$ cat src/hdl/bc3_pkg.sv
`timescale 1ns / 1ps
// ----------------------------------------------------------------------------
// bc3_pkg: shared types and constants of the 3x3 binary closing block
// Image size limits, field widths, register indexes and the step record that
// travels from the classifier to the datapath.
// ----------------------------------------------------------------------------
package bc3_pkg;

  localparam int unsigned MAX_WIDTH   = 1024;
  localparam int unsigned MAX_HEIGHT  = 1024;
  localparam int unsigned PIX_W       = 8;
  localparam int unsigned CFG_W       = 11;
  localparam int unsigned CFG_IDX_W   = 1;
  localparam int unsigned COL_W       = $clog2(MAX_WIDTH);
  // Row counters run a few rows past the image while the flush completes.
  localparam int unsigned ROW_W       = $clog2(MAX_HEIGHT + 5);
  localparam int unsigned QUEUE_DEPTH = 4;

  localparam logic [PIX_W-1:0] FOREGROUND = 8'hFF;
  localparam logic [PIX_W-1:0] BACKGROUND = 8'h00;

  typedef logic [COL_W-1:0] col_t;
  typedef logic [ROW_W-1:0] row_t;

  typedef enum logic [CFG_IDX_W-1:0] {
    CFG_IMAGE_WIDTH  = 1'b0,
    CFG_IMAGE_HEIGHT = 1'b1
  } cfg_reg_e;

  // Which neighbors of a window center lie inside the image.
  typedef struct packed {
    logic top;
    logic bot;
    logic left;
    logic right;
  } win_mask_t;

  // One classified item: what each pass does with it.
  typedef struct packed {
    logic      in_we;
    logic      in_bit;
    logic      in_slot;
    col_t      in_col;
    logic      dil_we;
    logic      dil_slot;
    col_t      dil_col;
    win_mask_t dil_mask;
    logic      ero_emit;
    win_mask_t ero_mask;
    logic      row_end;
    logic      frame_end;
  } step_t;

endpackage

$ cat src/hdl/bc3_queue.sv
`timescale 1ns / 1ps
// ----------------------------------------------------------------------------
// bc3_queue: step record queue
// Short circular buffer that decouples the classifier from the datapath.
// ----------------------------------------------------------------------------
module bc3_queue (
  input  logic           clk_i,
  input  logic           rst_ni,
  input  logic           push_i,
  input  bc3_pkg::step_t push_data_i,
  output logic           ready_o,
  input  logic           pop_i,
  output logic           valid_o,
  output bc3_pkg::step_t head_o
);
  import bc3_pkg::*;

  localparam int unsigned PTR_W = $clog2(QUEUE_DEPTH);
  localparam int unsigned CNT_W = $clog2(QUEUE_DEPTH + 1);

  step_t             entries_q [QUEUE_DEPTH];
  logic [PTR_W-1:0]  wr_ptr_q, rd_ptr_q;
  logic [CNT_W-1:0]  count_q, count_d;

  assign ready_o = (count_q != CNT_W'(QUEUE_DEPTH));
  assign valid_o = (count_q != '0);
  assign head_o  = entries_q[rd_ptr_q];

  always_comb begin
    count_d = count_q;
    if (push_i && !pop_i) count_d = count_q + CNT_W'(1);
    if (!push_i && pop_i) count_d = count_q - CNT_W'(1);
  end

  always_ff @(posedge clk_i or negedge rst_ni) begin
    if (!rst_ni) begin
      wr_ptr_q <= '0;
      rd_ptr_q <= '0;
      count_q  <= '0;
    end else begin
      count_q <= count_d;
      if (push_i) wr_ptr_q <= wr_ptr_q + PTR_W'(1);
      if (pop_i)  rd_ptr_q <= rd_ptr_q + PTR_W'(1);
    end
  end

  always_ff @(posedge clk_i) begin
    if (push_i) entries_q[wr_ptr_q] <= push_data_i;
  end

endmodule

$ cat config.mk
export PLATFORM = sky130hd
export DESIGN_NAME = bc3_queue
export DESIGN_NICKNAME = d
export VERILOG_FILES = /design/src/hdl/bc3_pkg.sv /design/src/hdl/bc3_queue.sv
export SDC_FILE = /design/constraint.sdc
export NUM_CORES = 1
export LEC_CHECK = 0
export BUFFER_PORTS_ARGS = -buffer_cell sky130_fd_sc_hd__buf_2
export CORE_MARGIN = 2
export CORE_UTILIZATION = 49
export CTS_BUF_LIST = sky130_fd_sc_hd__clkbuf_8
export DETAILED_ROUTE_END_ITERATION = 8
export PLACE_DENSITY = 0.81
export SYNTH_ARGS = -nofsm -noshare
export SYNTH_HDL_FRONTEND = slang
export SYNTH_SLANG_ARGS = --single-unit
$ cat constraint.sdc
create_clock -name clk_i -period 2.5 [get_ports clk_i]
set_input_delay 0.75 -clock clk_i [delete_from_list [all_inputs] [get_ports clk_i]]
set_output_delay 0.75 -clock clk_i [all_outputs]
set_load 0.005 [all_outputs]
Yosys cells after proc, flatten, opt, wreduce, memory -nomap -nowiden. Memories as Yosys holds them, arrays and structs flattened. Index checks and enable logic that the tools add are counted.

Register bits: 7. Memory bits (writable): 144. Input port bits: 40. Output and inout port bits: 38. Word-level logic and storage cells: 19. Memories: 1.

Add/sub/neg operators: 4. Equality and inequality tests: 1. Muxes and demuxes: 4. Reductions and logical operators: 6.

Memory list: entries_q (depth 4, bits a word 36, rd ports 1, clocked after memory_dff 0, write ports 1, RTL line bc3_queue.sv:21) `step_t entries_q [QUEUE_DEPTH];`.

Operator list (number): $mux 3 (2); $add 2x1->2 const B (2); $add 3x1->3 const B (1); $ne 3x3->1 const B (1); $reduce_bool 3->1 (1); $sub 3x1->3 const B (1); $logic_and 1x1->1 (2); $logic_not 1->1 (2); $mux 1 (2); $reduce_bool 2->1 (1).

Depth between registers and ports, before layout.
Word-level depth: 4. Mapped depth: 7. Gate-level depth less buffers: 7.

Least setup slack after synthesis. No wires, ideal clock.

Kind: input to register. Start point: in push_i. End point: mem entries_q[1][0] in the netlist's numbering, enable pin. Library setup time: 397 ps. Arrival: 1634 ps. Path slack: 470 ps. Stages on the path: 1. Buffers on the path: 0. Cell sequence: and2_1.

Longest elaborated chain between the ends: 2.

Ends and longest elaborated chain: start, declared (RTL line bc3_queue.sv:9) `input logic push_i,`; $mux 1 (RTL line bc3_queue.sv:48) `if (push_i) entries_q[wr_ptr_q] <= push_data_i;`; $mux 1 (implied by the code) (RTL line bc3_queue.sv:48); end, declared (RTL line bc3_queue.sv:21).

Every way passes these cells.

==> flow_metrics.tcl <==
set metrics [dict create \
    layout_min_cycle_time_ns 2.50 \
    worstReg2RegStart "wr_ptr_q[1]" \
    synth_top_family_by_area "multiplexers" \
    row_count 39 \
    setup_viol 0 \
    synth-compound-area-share 0.000892 \
    die_area_um2 12300 \
    insertion_delay_ns 0.43 \
    synth-simple-area-share 0.00848 \
    p_leak_nw 2.37 \
    die_w_um 111 \
    synth_seq_cells 151 \
    grt_max_degree 29 \
    avgSynthCellArea_um2 25.0 \
    drv_slew 0 \
    drt_iter0_drc 128 \
    rrSetupSlack_ns 0.89 \
    routedWlPerCell_um 20.0 \
    syn-cell-area_um2 5610 \
    overflow 0 \
    drtAntennaViolNets 0 \
    cts_tree "done" \
    power_density_nw_per_um2 1150 \
    area_growth_pct 20.3 \
    drt_pass1_iterations 4 \
    tritoncts.num_buffers 17 \
    drive_gt1_frac 0.478 \
    max_cap_violations 0 \
    grt_pass1_vias 2780 \
    track_usage 0.165 \
    fin_crit_sh 1.00 \
    nNetsFinal 370 \
    clk_path_buf_depth 2 \
    crit_fanout 12 \
    antenna_found_initial 0 \
    synth_xor_area_frac 0.00937 \
    final_common_cell "edfxtp_1" \
    hp-class "input pin to async pin" \
    status "completed" \
    num_vias 2554 \
    drc 0 \
    syn_nets 270 \
    synth_edf_count 144 \
    hpwl_um 6100 \
    fin_skew_ns 0.00958 \
    yosys_warnings 0 \
    rsz0062_at_grt "yes" \
    initial_core_util 0.498 \
    routed_wl_um 9560 \
    tightestPinTransition_ns 0.422 \
    cts.sinks 151 \
    synthCells 224 \
    h-tree-depth 4 \
    arrival_ns 1.75 \
    final_util 0.599 \
    grt_pass1_wl_um 14900 \
    design.core.area_um2 11300 \
    synthMuxAreaShare 0.146 \
    hold_viol 0 \
    synth_adder_area_share 0.0147 \
    max_freq_mhz 400 \
    port_buffers 77 \
    worst-setup-path-type "flop to primary output" \
    root_buffer "clkbuf_8" \
    async_flop_share 0.0464 \
    most-common-layout-cells "edfxtp_1, buf_2, mux4_2" \
    hold_slack_ns 0.146 \
    crit_start "rd_ptr_q[0]" \
    via_per_inst 5.34 \
    num_io_pins 78 \
    maxSlewHeadroom 0.719 \
    ir_drop_mv 0.479 \
    synthFlopType "edfxtp_1" \
    endpoint_kind "primary output" \
    n_antenna_cell 0 \
    place.gp.congestion 0.654 \
    startpoint_type "flop" \
    die_h_um 111 \
    reg2reg_depth 4 \
    ys_seq_area_frac 0.802 \
    r2r_end "entries_q[1][22]" \
    clkTransAtPathRegs_ns 0.08 \
    ys_types 19 \
    worstPathRequired_ns 1.75 \
]
## cells by family after synthesis
kind of cell | count (synthesis)
AO/OA/AOI/OAI | 1
XOR/XNOR | 6
adder cells (fa/ha/maj) | 6
buffers and inverters | 14
flip-flops | 151
multiplexers | 37
AND/OR/NAND/NOR | 9
## power breakdown
part	internal (mW)	switching, mW	total (mW)
logic	1.20	1.05	2.24
clock network	1.18	0.851	2.03
registers	3.32	0.150	3.47
## metrics by stage
stage                     instances  setup WS, ns  total power [mW]  instance area, um2  setup TNS (ns)
after CTS                       477       -0.0593              7.75                6700          -0.712
after floorplan                 224         0.470              4.85                5610               0
after global placement          447         0.361              5.63                6260               0
after global routing            478       -0.0573              8.13                6750          -0.980
final                           478      0.000874              7.74                6750               0
after detailed placement        447         0.333              5.72                6260               0
## final cells by class
| cell class | count | area, um2 |
|---|---|---|
| inverters | 6 | 22.5 |
| clock buffers | 17 | 234 |
| clock inverters | 13 | 205 |
| flip-flops and latches | 151 | 4500 |
| repair buffers | 89 | 593 |
| well taps | 143 | 179 |
| multi-input cells | 59 | 1010 |
| fillers | 792 | 4520 |
## critical path, stage by stage (launching register included)
cell	delay, ns
dfrtp_2	0.44
buf_12	0.18
mux4_2	0.55
buf_2	0.15
## cells in the mapped netlist (2+ instances only)
| cell type | number | area share |
|---|---|---|
| and2_1 | 4 | 0.0045 |
| buf_12 | 2 | 0.0071 |
| buf_2 | 4 | 0.0036 |
| dfrtp_1 | 7 | 0.031 |
| edfxtp_1 | 144 | 0.77 |
| ha_1 | 5 | 0.011 |
| inv_1 | 6 | 0.0040 |
| mux4_2 | 36 | 0.14 |
| nand2_1 | 2 | 0.0013 |
| xnor2_1 | 2 | 0.0031 |
| xor2_1 | 4 | 0.0062 |
## per-layer routing
metal,routed length [um],track usage
met1,4110,0.210
met2,4780,0.268
met3,545,0.0558
met4,126,0.0550
met5,0,0
## sequential cells by signal, indices dropped and copies added, names as in the netlist
name / flops
count_q: 3
entries_q: 144
rd_ptr_q: 2
wr_ptr_q: 2
## how the worst max path moves through the flow
stage,end,cells after the start
4_1_cts,head_o[5],3
5_1_grt,head_o[5],3
3_5_place_dp,head_o[5],3
6_report,head_o[15],3
3_3_place_gp,head_o[5],3
2_1_floorplan,entries_q[1][0],1
## repair_timing
| item | in CTS | in global routing |
|---|---|---|
| gates cloned | 0 | 1 |
| hold buffers | 0 | 0 |
| resized for setup | 1 | 4 |
| endpoints found under the setup margin | 27 | 36 |
| pin swaps | 0 | 0 |
| buffers inserted | 0 | 0 |
No activity file was read; power rests on OpenSTA's default activity.
