## config.mk

```make
export PLATFORM = sky130hd
export DESIGN_NAME = bc3_front
export DESIGN_NICKNAME = d
export VERILOG_FILES = /design/src/hdl/bc3_pkg.sv /design/src/hdl/bc3_front.sv
export SDC_FILE = /design/constraint.sdc
export NUM_CORES = 1
export LEC_CHECK = 0
export BUFFER_PORTS_ARGS = -buffer_cell sky130_fd_sc_hd__buf_2
export CORE_MARGIN = 10
export CORE_UTILIZATION = 65
export DETAILED_ROUTE_END_ITERATION = 6
export PLACE_DENSITY_LB_ADDON = 0.1
export SLEW_MARGIN = 10
export SYNTH_ARGS = -nofsm -noshare
export SYNTH_HDL_FRONTEND = slang
export SYNTH_SLANG_ARGS = --single-unit
```

## constraint.sdc

```tcl
create_clock -name clk_i -period 7.8 [get_ports clk_i]
set_clock_uncertainty 0.1 [all_clocks]
set_input_delay 1.56 -clock clk_i [delete_from_list [all_inputs] [get_ports clk_i]]
set_output_delay 1.56 -clock clk_i [all_outputs]
set_load 0.01 [all_outputs]
```

## src/hdl/bc3_pkg.sv

```systemverilog
`timescale 1ns / 1ps
// ----------------------------------------------------------------------------
// bc3_pkg: shared types and constants of the 3x3 binary closing block
// Image size limits, field widths, register indexes and the step record that
// travels from the classifier to the datapath.
// ----------------------------------------------------------------------------
package bc3_pkg;

  localparam int unsigned MAX_WIDTH   = 1024;
  localparam int unsigned MAX_HEIGHT  = 1024;
  localparam int unsigned PIX_W       = 8;
  localparam int unsigned CFG_W       = 11;
  localparam int unsigned CFG_IDX_W   = 1;
  localparam int unsigned COL_W       = $clog2(MAX_WIDTH);
  // Row counters run a few rows past the image while the flush completes.
  localparam int unsigned ROW_W       = $clog2(MAX_HEIGHT + 5);
  localparam int unsigned QUEUE_DEPTH = 4;

  localparam logic [PIX_W-1:0] FOREGROUND = 8'hFF;
  localparam logic [PIX_W-1:0] BACKGROUND = 8'h00;

  typedef logic [COL_W-1:0] col_t;
  typedef logic [ROW_W-1:0] row_t;

  typedef enum logic [CFG_IDX_W-1:0] {
    CFG_IMAGE_WIDTH  = 1'b0,
    CFG_IMAGE_HEIGHT = 1'b1
  } cfg_reg_e;

  // Which neighbors of a window center lie inside the image.
  typedef struct packed {
    logic top;
    logic bot;
    logic left;
    logic right;
  } win_mask_t;

  // One classified item: what each pass does with it.
  typedef struct packed {
    logic      in_we;
    logic      in_bit;
    logic      in_slot;
    col_t      in_col;
    logic      dil_we;
    logic      dil_slot;
    col_t      dil_col;
    win_mask_t dil_mask;
    logic      ero_emit;
    win_mask_t ero_mask;
    logic      row_end;
    logic      frame_end;
  } step_t;

endpackage

```

## src/hdl/bc3_front.sv

```systemverilog
`timescale 1ns / 1ps
// ----------------------------------------------------------------------------
// bc3_front: configuration registers and item classifier
// Tracks the input, dilation and erosion positions of the frame and turns
// each accepted transaction into a step record for the datapath.
// ----------------------------------------------------------------------------
module bc3_front (
  input  logic                         clk_i,
  input  logic                         rst_ni,
  input  logic                         cfg_we_i,
  input  logic [bc3_pkg::CFG_IDX_W-1:0] cfg_index_i,
  input  logic [bc3_pkg::CFG_W-1:0]    cfg_wdata_i,
  input  logic                         accept_i,
  input  logic                         mode_i,
  input  logic [bc3_pkg::PIX_W-1:0]    pixel_i,
  input  logic                         frame_start_i,
  output bc3_pkg::step_t               step_o
);
  import bc3_pkg::*;

  col_t width_m1_q, width_m1_d;
  row_t height_q, height_d;
  logic [31:0] wide_val;
  logic [31:0] clamp_w, clamp_h;

  row_t in_row_q, in_row_d, dil_row_q, dil_row_d, ero_row_q, ero_row_d;
  col_t in_col_q, in_col_d, dil_col_q, dil_col_d, ero_col_q, ero_col_d;
  logic done_q, done_d;

  row_t ri, rd, re;
  col_t ci, cd, ce;
  logic restart, active, dil_go, ero_go, last_item;

  // Clamp register writes into the supported range.
  always_comb begin
    wide_val = 32'(cfg_wdata_i);
    if (wide_val == 32'd0) begin
      clamp_w = 32'd1;
      clamp_h = 32'd1;
    end else begin
      clamp_w = (wide_val > MAX_WIDTH)  ? MAX_WIDTH  : wide_val;
      clamp_h = (wide_val > MAX_HEIGHT) ? MAX_HEIGHT : wide_val;
    end
    width_m1_d = width_m1_q;
    height_d   = height_q;
    if (cfg_we_i) begin
      unique case (cfg_reg_e'(cfg_index_i))
        CFG_IMAGE_WIDTH:  width_m1_d = COL_W'(clamp_w - 32'd1);
        CFG_IMAGE_HEIGHT: height_d   = ROW_W'(clamp_h);
        default:          height_d   = height_q;
      endcase
    end
  end

  always_comb begin
    restart = !mode_i && frame_start_i;
    ri      = restart ? '0 : in_row_q;
    ci      = restart ? '0 : in_col_q;
    rd      = restart ? '0 : dil_row_q;
    cd      = restart ? '0 : dil_col_q;
    re      = restart ? '0 : ero_row_q;
    ce      = restart ? '0 : ero_col_q;
    active  = restart || !done_q;

    // Dilation trails the input by one row and one pixel, erosion by two.
    dil_go  = active && (ri > ROW_W'(1) || (ri == ROW_W'(1) && ci != '0));
    ero_go  = dil_go && (rd > ROW_W'(1) || (rd == ROW_W'(1) && cd != '0));

    step_o.in_we          = active && (ri < height_q);
    step_o.in_bit         = !mode_i && (pixel_i == FOREGROUND);
    step_o.in_slot        = ri[0];
    step_o.in_col         = ci;
    step_o.dil_we         = dil_go && (rd < height_q);
    step_o.dil_slot       = rd[0];
    step_o.dil_col        = cd;
    step_o.dil_mask.top   = (rd != '0);
    step_o.dil_mask.bot   = ((rd + ROW_W'(1)) < height_q);
    step_o.dil_mask.left  = (cd != '0);
    step_o.dil_mask.right = (cd != width_m1_q);
    step_o.ero_emit       = ero_go && (re < height_q);
    step_o.ero_mask.top   = (re != '0);
    step_o.ero_mask.bot   = ((re + ROW_W'(1)) < height_q);
    step_o.ero_mask.left  = (ce != '0);
    step_o.ero_mask.right = (ce != width_m1_q);
    step_o.row_end        = (ce == width_m1_q);
    step_o.frame_end      = step_o.row_end && ((re + ROW_W'(1)) == height_q);
    last_item             = step_o.ero_emit && step_o.frame_end;

    // Advance each position in raster order while the frame is still flushing.
    in_row_d  = ri;
    in_col_d  = ci;
    dil_row_d = rd;
    dil_col_d = cd;
    ero_row_d = re;
    ero_col_d = ce;
    if (active) begin
      in_col_d = (ci == width_m1_q) ? '0 : ci + COL_W'(1);
      in_row_d = (ci == width_m1_q) ? ri + ROW_W'(1) : ri;
    end
    if (dil_go) begin
      dil_col_d = (cd == width_m1_q) ? '0 : cd + COL_W'(1);
      dil_row_d = (cd == width_m1_q) ? rd + ROW_W'(1) : rd;
    end
    if (ero_go) begin
      ero_col_d = (ce == width_m1_q) ? '0 : ce + COL_W'(1);
      ero_row_d = (ce == width_m1_q) ? re + ROW_W'(1) : re;
    end
    done_d = !active || last_item;
  end

  always_ff @(posedge clk_i or negedge rst_ni) begin
    if (!rst_ni) begin
      width_m1_q <= COL_W'(MAX_WIDTH - 1);
      height_q   <= ROW_W'(MAX_HEIGHT);
      in_row_q   <= '0;
      in_col_q   <= '0;
      dil_row_q  <= '0;
      dil_col_q  <= '0;
      ero_row_q  <= '0;
      ero_col_q  <= '0;
      done_q     <= 1'b0;
    end else begin
      width_m1_q <= width_m1_d;
      height_q   <= height_d;
      if (accept_i) begin
        in_row_q  <= in_row_d;
        in_col_q  <= in_col_d;
        dil_row_q <= dil_row_d;
        dil_col_q <= dil_col_d;
        ero_row_q <= ero_row_d;
        ero_col_q <= ero_col_d;
        done_q    <= done_d;
      end
    end
  end

endmodule

```

Yosys cells after proc, flatten, opt, wreduce, memory -nomap -nowiden
Cells that the tools add are included.

cells by class
  add/sub/neg operators = 7
  multipliers = 0
  div/mod/pow operators = 0
  $lt $le $gt $ge = 8
  equality and inequality tests = 9
  shift-type cells = 0
  multiplexer cells = 20
  bitwise operators = 1
  reduce and logical (&&, ||, !) cells = 26

operators by type and width
  operator                                              count
  two-way mux 11 bit                                    11
  two-way mux 10 bit                                    9
  < comparator 11 bit                                   5
  adder 11 x 1 -> 11 bit (second input constant)        3
  adder 10 x 1 -> 10 bit (second input constant)        3
  == test 10 bit                                        3
  nonzero test 10 bit                                   3
  == test 11 x 1 -> 1 bit (second input constant)       2
  > comparator 11 x 1 -> 1 bit (second input constant)  2
  nonzero test 11 bit                                   2
  inequality test 10 bit                                2
  == test 11 bit                                        1
  > comparator 11 bit (second input constant)           1
  logical AND 1 bit                                     11
  logical NOT 11 bit                                    1
  subtractor 10 x 1 -> 10 bit (second input constant)   1
  == test 8 bit (second input constant)                 1
  logical OR 1 bit                                      4
  AND reduction 2 bit                                   2
  logical NOT 1 bit                                     3
  inverter 1 bit                                        1

word-level totals
  register bits after elaboration = 85
  latch bits = 0
  RAM bits = 0
  memory bits (read-only) = 0
  bits of input ports = 26
  output and inout bits = 36
  word-level logic and storage cells = 80
  memories kept = 0

Longest topological paths before layout
Gate-level depths: netlist (run 1).

  depth in word-level cells = 11
  depth in mapped cells = 18
  mapped depth without buffers = 13

Worst setup path before layout (run 1)
No wires, ideal clock.

  path kind = input-to-output
  start point = in mode_i
  end point = out step_o[9] (netlist name)
  arrival = 4.534 ns
  data required time = 6.140 ns
  slack = 1.606 ns
  stages = 16
  path buffers = 5
  cell sequence = nand2b_1 -> buf_2 -> buf_2 -> buf_2 -> buf_2 -> clkbuf_1 -> and2_1 -> ha_1 -> nand2_1 -> nor3_1 -> and3_1 -> and3_1 -> xnor2_1 -> ha_1 -> o21a_1 -> o22ai_1

RTL lines
  item                RTL line         RTL
  start: declaration  bc3_front.sv:14  input logic mode_i,
  end: declaration    bc3_front.sv:17  output bc3_pkg::step_t step_o

==> results_dict.tcl, run 1 <==
set metrics [dict create \
    status "finished, final reports clean" \
    drtAntennaViolNets 0 \
    worst-setup-path-type "input port to output port" \
    drtIter0Drc 753 \
    start_util_pct 66.5 \
    synth_cells 921 \
    cts.sinks 85 \
    nNetsFinal 1013 \
    cts_root_buffer "clkbuf_8" \
    hpwl_um 15200 \
    ys_types 76 \
    vdd_drop_max_v 0.000193 \
    powerDensity_nw_per_um2 182 \
    fmax_mhz 154 \
    totalPowerFinal_mw 1.41 \
    clkPwrFrac_pct 25.5 \
    power_frac_comb_pct 32.8 \
    critical_path.endpoint_type "output port" \
    post_cts_buffers 0 \
    drtPass1Iterations 6 \
    maxCapViolations 0 \
    syn_nets 999 \
    cts_hold_buf 0 \
    rr_worst_depth 10 \
    final_hold_viol_count 0 \
    vias_per_cell 6.65 \
    period_share_pct 83.2 \
    p_seq_share_pct 41.6 \
    wl_met2_um 9540 \
    core_area_um2 10900 \
    min_period_ns 6.49 \
    place_congestion 0.970 \
    critPathLaunchType "input port" \
    setup_viol 0 \
    async_flop_share_pct 100 \
    final.setup.worst_slack_ns 1.31 \
    htree_levels 3 \
    ios 62 \
    grt_pass1_vias 6844 \
    p_sw_uw 556 \
    leakagePower_nw 3.38 \
    cp.arrival_ns 4.83 \
    wl_met3_um 1700 \
    grt_pass1_wl_um 33900 \
    synth-main-ff-cell "dfrtp_1" \
    r2r_slack_ns 3.65 \
    synth_area_um2 7240 \
    drive_gt1_share_pct 11.4 \
    grt_antenna_before_repair 0 \
    cts_tree "built" \
    synth_area_per_cell_um2 7.86 \
    hold_depth 2 \
    maxUsedRoutingLayer "met4" \
    post-route-util_pct 71.0 \
    chipHeight_um 126 \
    clk_latency_ns 0.39 \
    hold_class "register to register" \
    holdWs_ns 0.394 \
    die_area_um2 15800 \
    num_rows 38 \
    grt_max_degree 79 \
    vias 7185 \
    crit_required_ns 6.14 \
    syn_to_final_growth_pct 6.83 \
    ctsResizeCount 0 \
    die_w_um 126 \
    place_worst_setup_slack_ns 1.43 \
    met1_length_um 8620 \
    yosys_warnings 0 \
    synth_seq_cells 85 \
    sw_frac_of_total_pct 39.4 \
    cts_buffers 9 \
    slew_viol_final 0 \
    routed_wl_um 20500 \
    worst_slew_pin_slew_ns 1.13 \
    synth_edf_count 0 \
    gr-total-overflow 0 \
    rsz0062_at_grt "no" \
    diodes 0 \
    clk_pin_slew_ns 0.09 \
    grt_usage_pct 25.4 \
    drc 0 \
    synth_seq_area_share_pct 29.6 \
    p_int_uw 855 \
    wl_per_cell_um 19.0 \
    cts_buffer_depth 2 \
    relSlewSlack_pct 24.2 \
    port_buffers 61 \
    layout_common_cells "nand2_1, nor2_1, dfrtp_1" \
    tns_ns 0 \
    final_common_cell "nand2_1" \
    crit_fanout 50 \
]
[flip-flops by register name, summed over array words and instances, names as in the netlist]
register / cells
height_q: 11
done_q: 1
ero_col_q: 10
ero_row_q: 11
dil_col_q: 10
in_row_q: 11
in_col_q: 10
dil_row_q: 11
width_m1_q: 10
[per-stage QoR]
stage               cells  area [µm²]
finish               1080        7730
global route         1080        7730
CTS                  1080        7730
detailed placement   1064        7510
global placement     1064        7510
floorplan             921        7240
[worst max-delay path: stages]
cell      delay (ns)
buf_2           0.13
nand2b_2        0.74
nand2_1         0.22
inv_1           0.17
ha_1            0.25
nand2_1         0.08
nor3_1          0.40
and3_1          0.25
xnor2_1         0.12
ha_1            0.31
nand4_1         0.09
nor3_1          0.21
o22ai_1         0.10
buf_2           0.15
[synth_stat cells, types with 19 or more instances]
cell,count,area (µm²)
nand2_1,108,405
nor2_1,85,319
dfrtp_1,74,1850
o21ai_0,61,305
ha_1,52,651
inv_1,46,173
clkbuf_1,44,165
nand3_1,43,215
xnor2_1,36,315
a21oi_1,28,140
and2_1,27,169
nor3_1,23,115
nand4_1,19,119
[final timing paths]
path	start	end
max	mode_i	step_o[9]
min reg2reg	height_q[7]	height_q[7]
max reg2reg	in_row_q[0]	ero_row_q[3]
max in group asynchronous	rst_ni	ero_col_q[9]
min in group asynchronous	rst_ni	dil_row_q[10]
min	height_q[7]	height_q[7]
[power by group through the flow]
stage	clock network (mW)	registers, mW	logic [mW]
after detailed placement	0	0.590	0.458
after floorplan	0	0.539	0.354
final	0.360	0.587	0.463
after global routing	0.381	0.594	0.519
after global placement	0	0.586	0.442
after CTS	0.362	0.582	0.461
[kinds of logic (layout without fill, tap and decap cells)]
| family | count (synthesis) | count (layout) | share of synthesized area [%] |
|---|---|---|---|
| AOI/OAI and AO/OA | 214 | 214 | 19.9 |
| muxes | 9 | 9 | 1.33 |
| DFF | 85 | 85 | 29.6 |
| buffers and inverters | 111 | 130 | 6.15 |
| xor gates and xnor gates | 48 | 48 | 5.81 |
| adders and majority gates | 56 | 56 | 9.54 |
| and+or+nand+nor | 398 | 398 | 27.7 |
[cell type report]
class | count | area (µm²)
flip-flops and latches | 85 | 2140
clock inverters | 6 | 72.6
repair buffers | 66 | 345
fillers | 886 | 3150
clock buffers | 10 | 149
multi-input cells | 725 | 4670
well taps | 140 | 175
inverters | 48 | 183
[per-layer routing]
layer / up-vias / GRT usage, %
li1: 3352 / -
met4: 0 / 10.6
met1: 3437 / 33.9
met2: 337 / 40.0
met5: - / 0
met3: 59 / 3.97
(Power assumes the default switching activity.)
==> run 2, diff against run 1 <==
--- a/config.mk
+++ b/config.mk
@@ -7,7 +7,7 @@
 export LEC_CHECK = 0
 export BUFFER_PORTS_ARGS = -buffer_cell sky130_fd_sc_hd__buf_2
 export CORE_MARGIN = 10
-export CORE_UTILIZATION = 65
+export CORE_UTILIZATION = 61
 export DETAILED_ROUTE_END_ITERATION = 6
 export PLACE_DENSITY_LB_ADDON = 0.1
 export SLEW_MARGIN = 10
==> constraint.sdc (replaced) <==
create_clock -name clk_i -period 6.8 [get_ports clk_i]
set_clock_uncertainty 0.1 [all_clocks]
set_input_delay 1.36 -clock clk_i [delete_from_list [all_inputs] [get_ports clk_i]]
set_output_delay 1.36 -clock clk_i [all_outputs]
set_load 0.01 [all_outputs]
==> results_dict.tcl, run 2 (same netlist as run 1, synthesis figures left out) <==
set metrics [dict create \
    setup_viol 0 \
    relSlewSlack_pct 26.4 \
    routed_wl_um 21300 \
    cts.sinks 85 \
    vias 7226 \
    cts_tree "built" \
    drc 0 \
    grt_antenna_before_repair 0 \
    holdWs_ns 0.407 \
    htree_levels 3 \
    gr-total-overflow 0 \
    design_area_um2 7830 \
    grt_pass1_vias 6850 \
    die_area_um2 16600 \
    period_share_pct 84.4 \
    wl_per_cell_um 19.6 \
    layout_common_cells "nand2_1, nor2_1, dfrtp_1" \
    place_area_um2 7550 \
    powerDensity_nw_per_um2 215 \
    ios 62 \
    grt_pass1_wl_um 35000 \
    grt_max_degree 67 \
    vdd_drop_max_v 0.000171 \
    slew_viol_final 0 \
    cp.arrival_ns 4.28 \
    hold_class "register to register" \
    core_area_um2 11500 \
    maxCapViolations 0 \
    tns_ns 0 \
    num_rows 39 \
    drive_gt1_share_pct 11.6 \
    crit_required_ns 5.34 \
    worst-setup-path-type "input port to output port" \
    drtPass1Iterations 6 \
    cts_buffers 9 \
    final_hold_viol_count 0 \
    cts_root_buffer "clkbuf_16" \
    crit_fanout 58 \
    drtAntennaViolNets 0 \
    grt_usage_pct 26.0 \
    die_w_um 129 \
    place_congestion 1.00 \
    leakagePower_nw 3.43 \
    ctsResizeCount 0 \
    worst_slew_pin_slew_ns 1.10 \
    final_common_cell "nand2_1" \
    diodes 0 \
    vias_per_cell 6.65 \
    port_buffers 61 \
    hpwl_um 15900 \
    syn_to_final_growth_pct 8.16 \
    fmax_mhz 174 \
    status "finished, final reports clean" \
    critPathLaunchType "input port" \
    critical_path.endpoint_type "output port" \
    nNetsFinal 1016 \
    cts_hold_buf 0 \
    min_period_ns 5.74 \
    clk_latency_ns 0.36 \
    cts_buffer_depth 2 \
    rsz0062_at_grt "no" \
    start_util_pct 62.9 \
    clk_pin_slew_ns 0.06 \
    post_cts_buffers 0 \
    chipHeight_um 129 \
    drtIter0Drc 701 \
]
-- run 2: cell types whose count changed in the layout (fill, tap and decap cells not counted) --
cell / change
clkbuf_16: +8
buf_12: +1
clkbuf_8: -7
bufinv_16: -1
clkbuf_1: +1
inv_6: -4
buf_4: +2
clkinv_2: +3
-- run 2: critical path: stages --
cell      delay [ns]
buf_2           0.13
nand2b_2        0.39
buf_12          0.31
and2_1          0.23
inv_1           0.06
ha_1            0.19
nor4b_1         0.14
a31oi_1         0.18
o21a_1          0.43
nand2b_1        0.24
nor3_1          0.39
buf_2           0.21
-- run 2: worst paths after layout --
check	from	end	slack (ns)	cells after the start
max in group asynchronous	rst_ni	height_q[3]	4.69	2
hold / removal	height_q[2]	height_q[2]	0.41	1
hold reg to reg	height_q[2]	height_q[2]	0.41	1
min in group asynchronous	rst_ni	in_row_q[6]	0.78	1
setup / recovery	mode_i	step_o[6]	1.06	12
setup reg to reg	in_row_q[0]	dil_row_q[9]	3.49	11
-- run 2: power by group --
part / leakage, nW / internal, mW / switching [mW]
sequential: 1.09 / 0.569 / 0.109
combinational: 2.21 / 0.218 / 0.318
clock: 0.138 / 0.266 / 0.204
total: 3.43 / 1.05 / 0.631
-- run 2: through the flow --
stage               setup WS (ns)  power, mW  util, %  instances
floorplan                    1.01       1.02        -        921
global placement             1.33       1.19     65.6       1070
detailed placement           1.20       1.21     65.6       1070
CTS                          1.20       1.68     68.0       1086
global route                0.952       1.79     68.0       1086
finish                       1.06       1.68     68.0       1086
-- run 2: area by class of cell --
class | count | area, µm²
inverters | 48 | 183
multi-input cells | 725 | 4670
clock buffers | 12 | 256
clock inverters | 4 | 22.5
repair buffers | 69 | 380
well taps | 143 | 179
fillers | 984 | 3690
flip-flops and latches | 85 | 2140
-- run 2: routing by layer --
layer	track usage [%]	wire [µm]	part of all wire (%)
met1	34.6	9100	43
met2	39.9	9500	45
met3	5.22	2100	9.9
met4	11.7	604	2.8
met5	0	0	0
==> run 3, diff against run 2 <==
--- a/config.mk
+++ b/config.mk
@@ -7,7 +7,7 @@
 export LEC_CHECK = 0
 export BUFFER_PORTS_ARGS = -buffer_cell sky130_fd_sc_hd__buf_2
 export CORE_MARGIN = 10
-export CORE_UTILIZATION = 61
+export CORE_UTILIZATION = 56
 export DETAILED_ROUTE_END_ITERATION = 6
 export PLACE_DENSITY_LB_ADDON = 0.1
 export SLEW_MARGIN = 10
==> constraint.sdc (replaced) <==
create_clock -name clk_i -period 5.2 [get_ports clk_i]
set_clock_uncertainty 0.1 [all_clocks]
set_input_delay 1.04 -clock clk_i [delete_from_list [all_inputs] [get_ports clk_i]]
set_output_delay 1.04 -clock clk_i [all_outputs]
set_load 0.01 [all_outputs]
==> results_dict.tcl, run 3 (same netlist as run 1, synthesis figures left out) <==
set metrics [dict create \
    syn_to_final_growth_pct 9.68 \
    chipHeight_um 134 \
    critical_path.endpoint_type "output port" \
    place_congestion 0.925 \
    nNetsFinal 1022 \
    hold_class "register to register" \
    tns_ns 0 \
    powerDensity_nw_per_um2 286 \
    post_cts_buffers 0 \
    vias 7154 \
    grt_pass1_vias 6833 \
    gr-total-overflow 0 \
    period_share_pct 92.7 \
    status "finished, final reports clean" \
    cp.arrival_ns 3.68 \
    start_util_pct 57.4 \
    vdd_drop_max_v 0.000277 \
    die_w_um 134 \
    layout.cells.non_filler 1121 \
    grt_antenna_before_repair 0 \
    drtPass1Iterations 6 \
    slew_viol_final 0 \
    diodes 0 \
    drive_gt1_share_pct 12.3 \
    final_hold_viol_count 0 \
    routed_wl_um 21800 \
    critPathLaunchType "input port" \
    core_area_um2 12600 \
    wl_per_cell_um 19.5 \
    placedCellCount 1105 \
    fillers 1170 \
    vias_per_cell 6.38 \
    drtIter0Drc 596 \
    hpwl_um 16400 \
    multiInputGateArea_um2 4680 \
    rsz0062_at_grt "no" \
    num_rows 41 \
    cts_buffers 9 \
    drc 0 \
    place_area_um2 7620 \
    crit_fanout 15 \
    maxCapViolations 0 \
    slowest_stage "nor3_1" \
    holdWs_ns 0.407 \
    clk_pin_slew_ns 0.07 \
    worst-setup-path-type "input port to output port" \
    cts_tree "built" \
    design_area_um2 7940 \
    totalPowerFinal_mw 2.27 \
    drtAntennaViolNets 0 \
    die_area_um2 17900 \
    cts_buffer_depth 2 \
    ios 62 \
    grt_max_degree 51 \
    final.setup.worst_slack_ns 0.379 \
    place_worst_setup_slack_ns 0.208 \
    regArea_um2 2140 \
    grt_usage_pct 24.3 \
    crit_required_ns 4.06 \
    cts_root_buffer "clkbuf_16" \
    grt_pass1_wl_um 35500 \
    setup_viol 0 \
    leakagePower_nw 3.48 \
    cp_cell_sequence "buf_2 > nand2b_4 > nand2_1 > inv_1 > ha_1 > nand2_1 > nor3_1 > and3_1 > and3_1 > xnor2_1 > ha_1 > o21a_1 > o22ai_1 > buf_2" \
    worst_slew_pin_slew_ns 0.971 \
    relSlewSlack_pct 35.1 \
    final_common_cell "nand2_1" \
    fmax_mhz 207 \
    slowest_delay_ns 0.37 \
    cts.sinks 85 \
    port_buffers 61 \
    htree_levels 3 \
    min_period_ns 4.82 \
    layout_common_cells "nand2_1, nor2_1, dfrtp_1" \
    post-route-util_pct 62.9 \
    clk_latency_ns 0.35 \
]
-- run 3: cell count changes in the layout (fill, tap and decap cells not counted) --
cell and change:
nand2b_4 +1, clkbuf_1 -1, buf_4 +7, inv_6 +3, xnor2_1 -1, nand2b_2 -1
buf_12 -1, xnor2_2 +1, clkbuf_8 -1, bufinv_16 +1, clkinv_2 -2
-- run 3: worst paths after layout --
| path | start | endpoint | slack (ns) | depth (start not counted) |
|---|---|---|---|---|
| worst max-delay path | mode_i | step_o[9] | 0.38 | 14 |
| worst min-delay path | height_q[9] | height_q[9] | 0.41 | 2 |
| worst max register to register | in_col_q[1] | ero_row_q[3] | 1.35 | 10 |
| worst min register to register | height_q[9] | height_q[9] | 0.41 | 2 |
| max in group asynchronous | rst_ni | width_m1_q[4] | 3.39 | 2 |
| min in group asynchronous | rst_ni | in_row_q[3] | 0.63 | 1 |
-- run 3: layer usage --
metal	GRT usage, %	part of all wire, %
met1	31.0	43
met2	40.0	48
met3	4.25	7.4
met4	9.07	2.4
met5	0	0
-- run 3: worst max-delay path, delay by kind of cell --
kind | cells | cell delay [ns]
buf+inv | 3 | 0.43
fa+ha+maj | 2 | 0.52
compound gates | 2 | 0.27
xor+xnor | 1 | 0.14
simple gates | 6 | 1.26
-- run 3: final cells by class --
type / count / share of cell area (%)
Inverter: 48 / 2.30
Multi-Input combinational cell: 725 / 59.0
Clock buffer: 10 / 3.01
Timing Repair Buffer: 75 / 5.20
Sequential cell: 85 / 27.0
Clock inverter: 6 / 0.867
Tap cell: 172 / 2.71
-- run 3: timing repair --
item | 4_1_cts | 5_1_grt
gates resized for setup | 0 | 2
setup endpoints to repair | 0 | 2
hold buffers | 0 | 0
-- run 3: report_power, final --
group	leakage [nW]	switching (mW)	internal, mW
Clock	0.150	0.292	0.390
Sequential	1.09	0.144	0.744
Combinational	2.24	0.419	0.285
Total	3.48	0.855	1.42
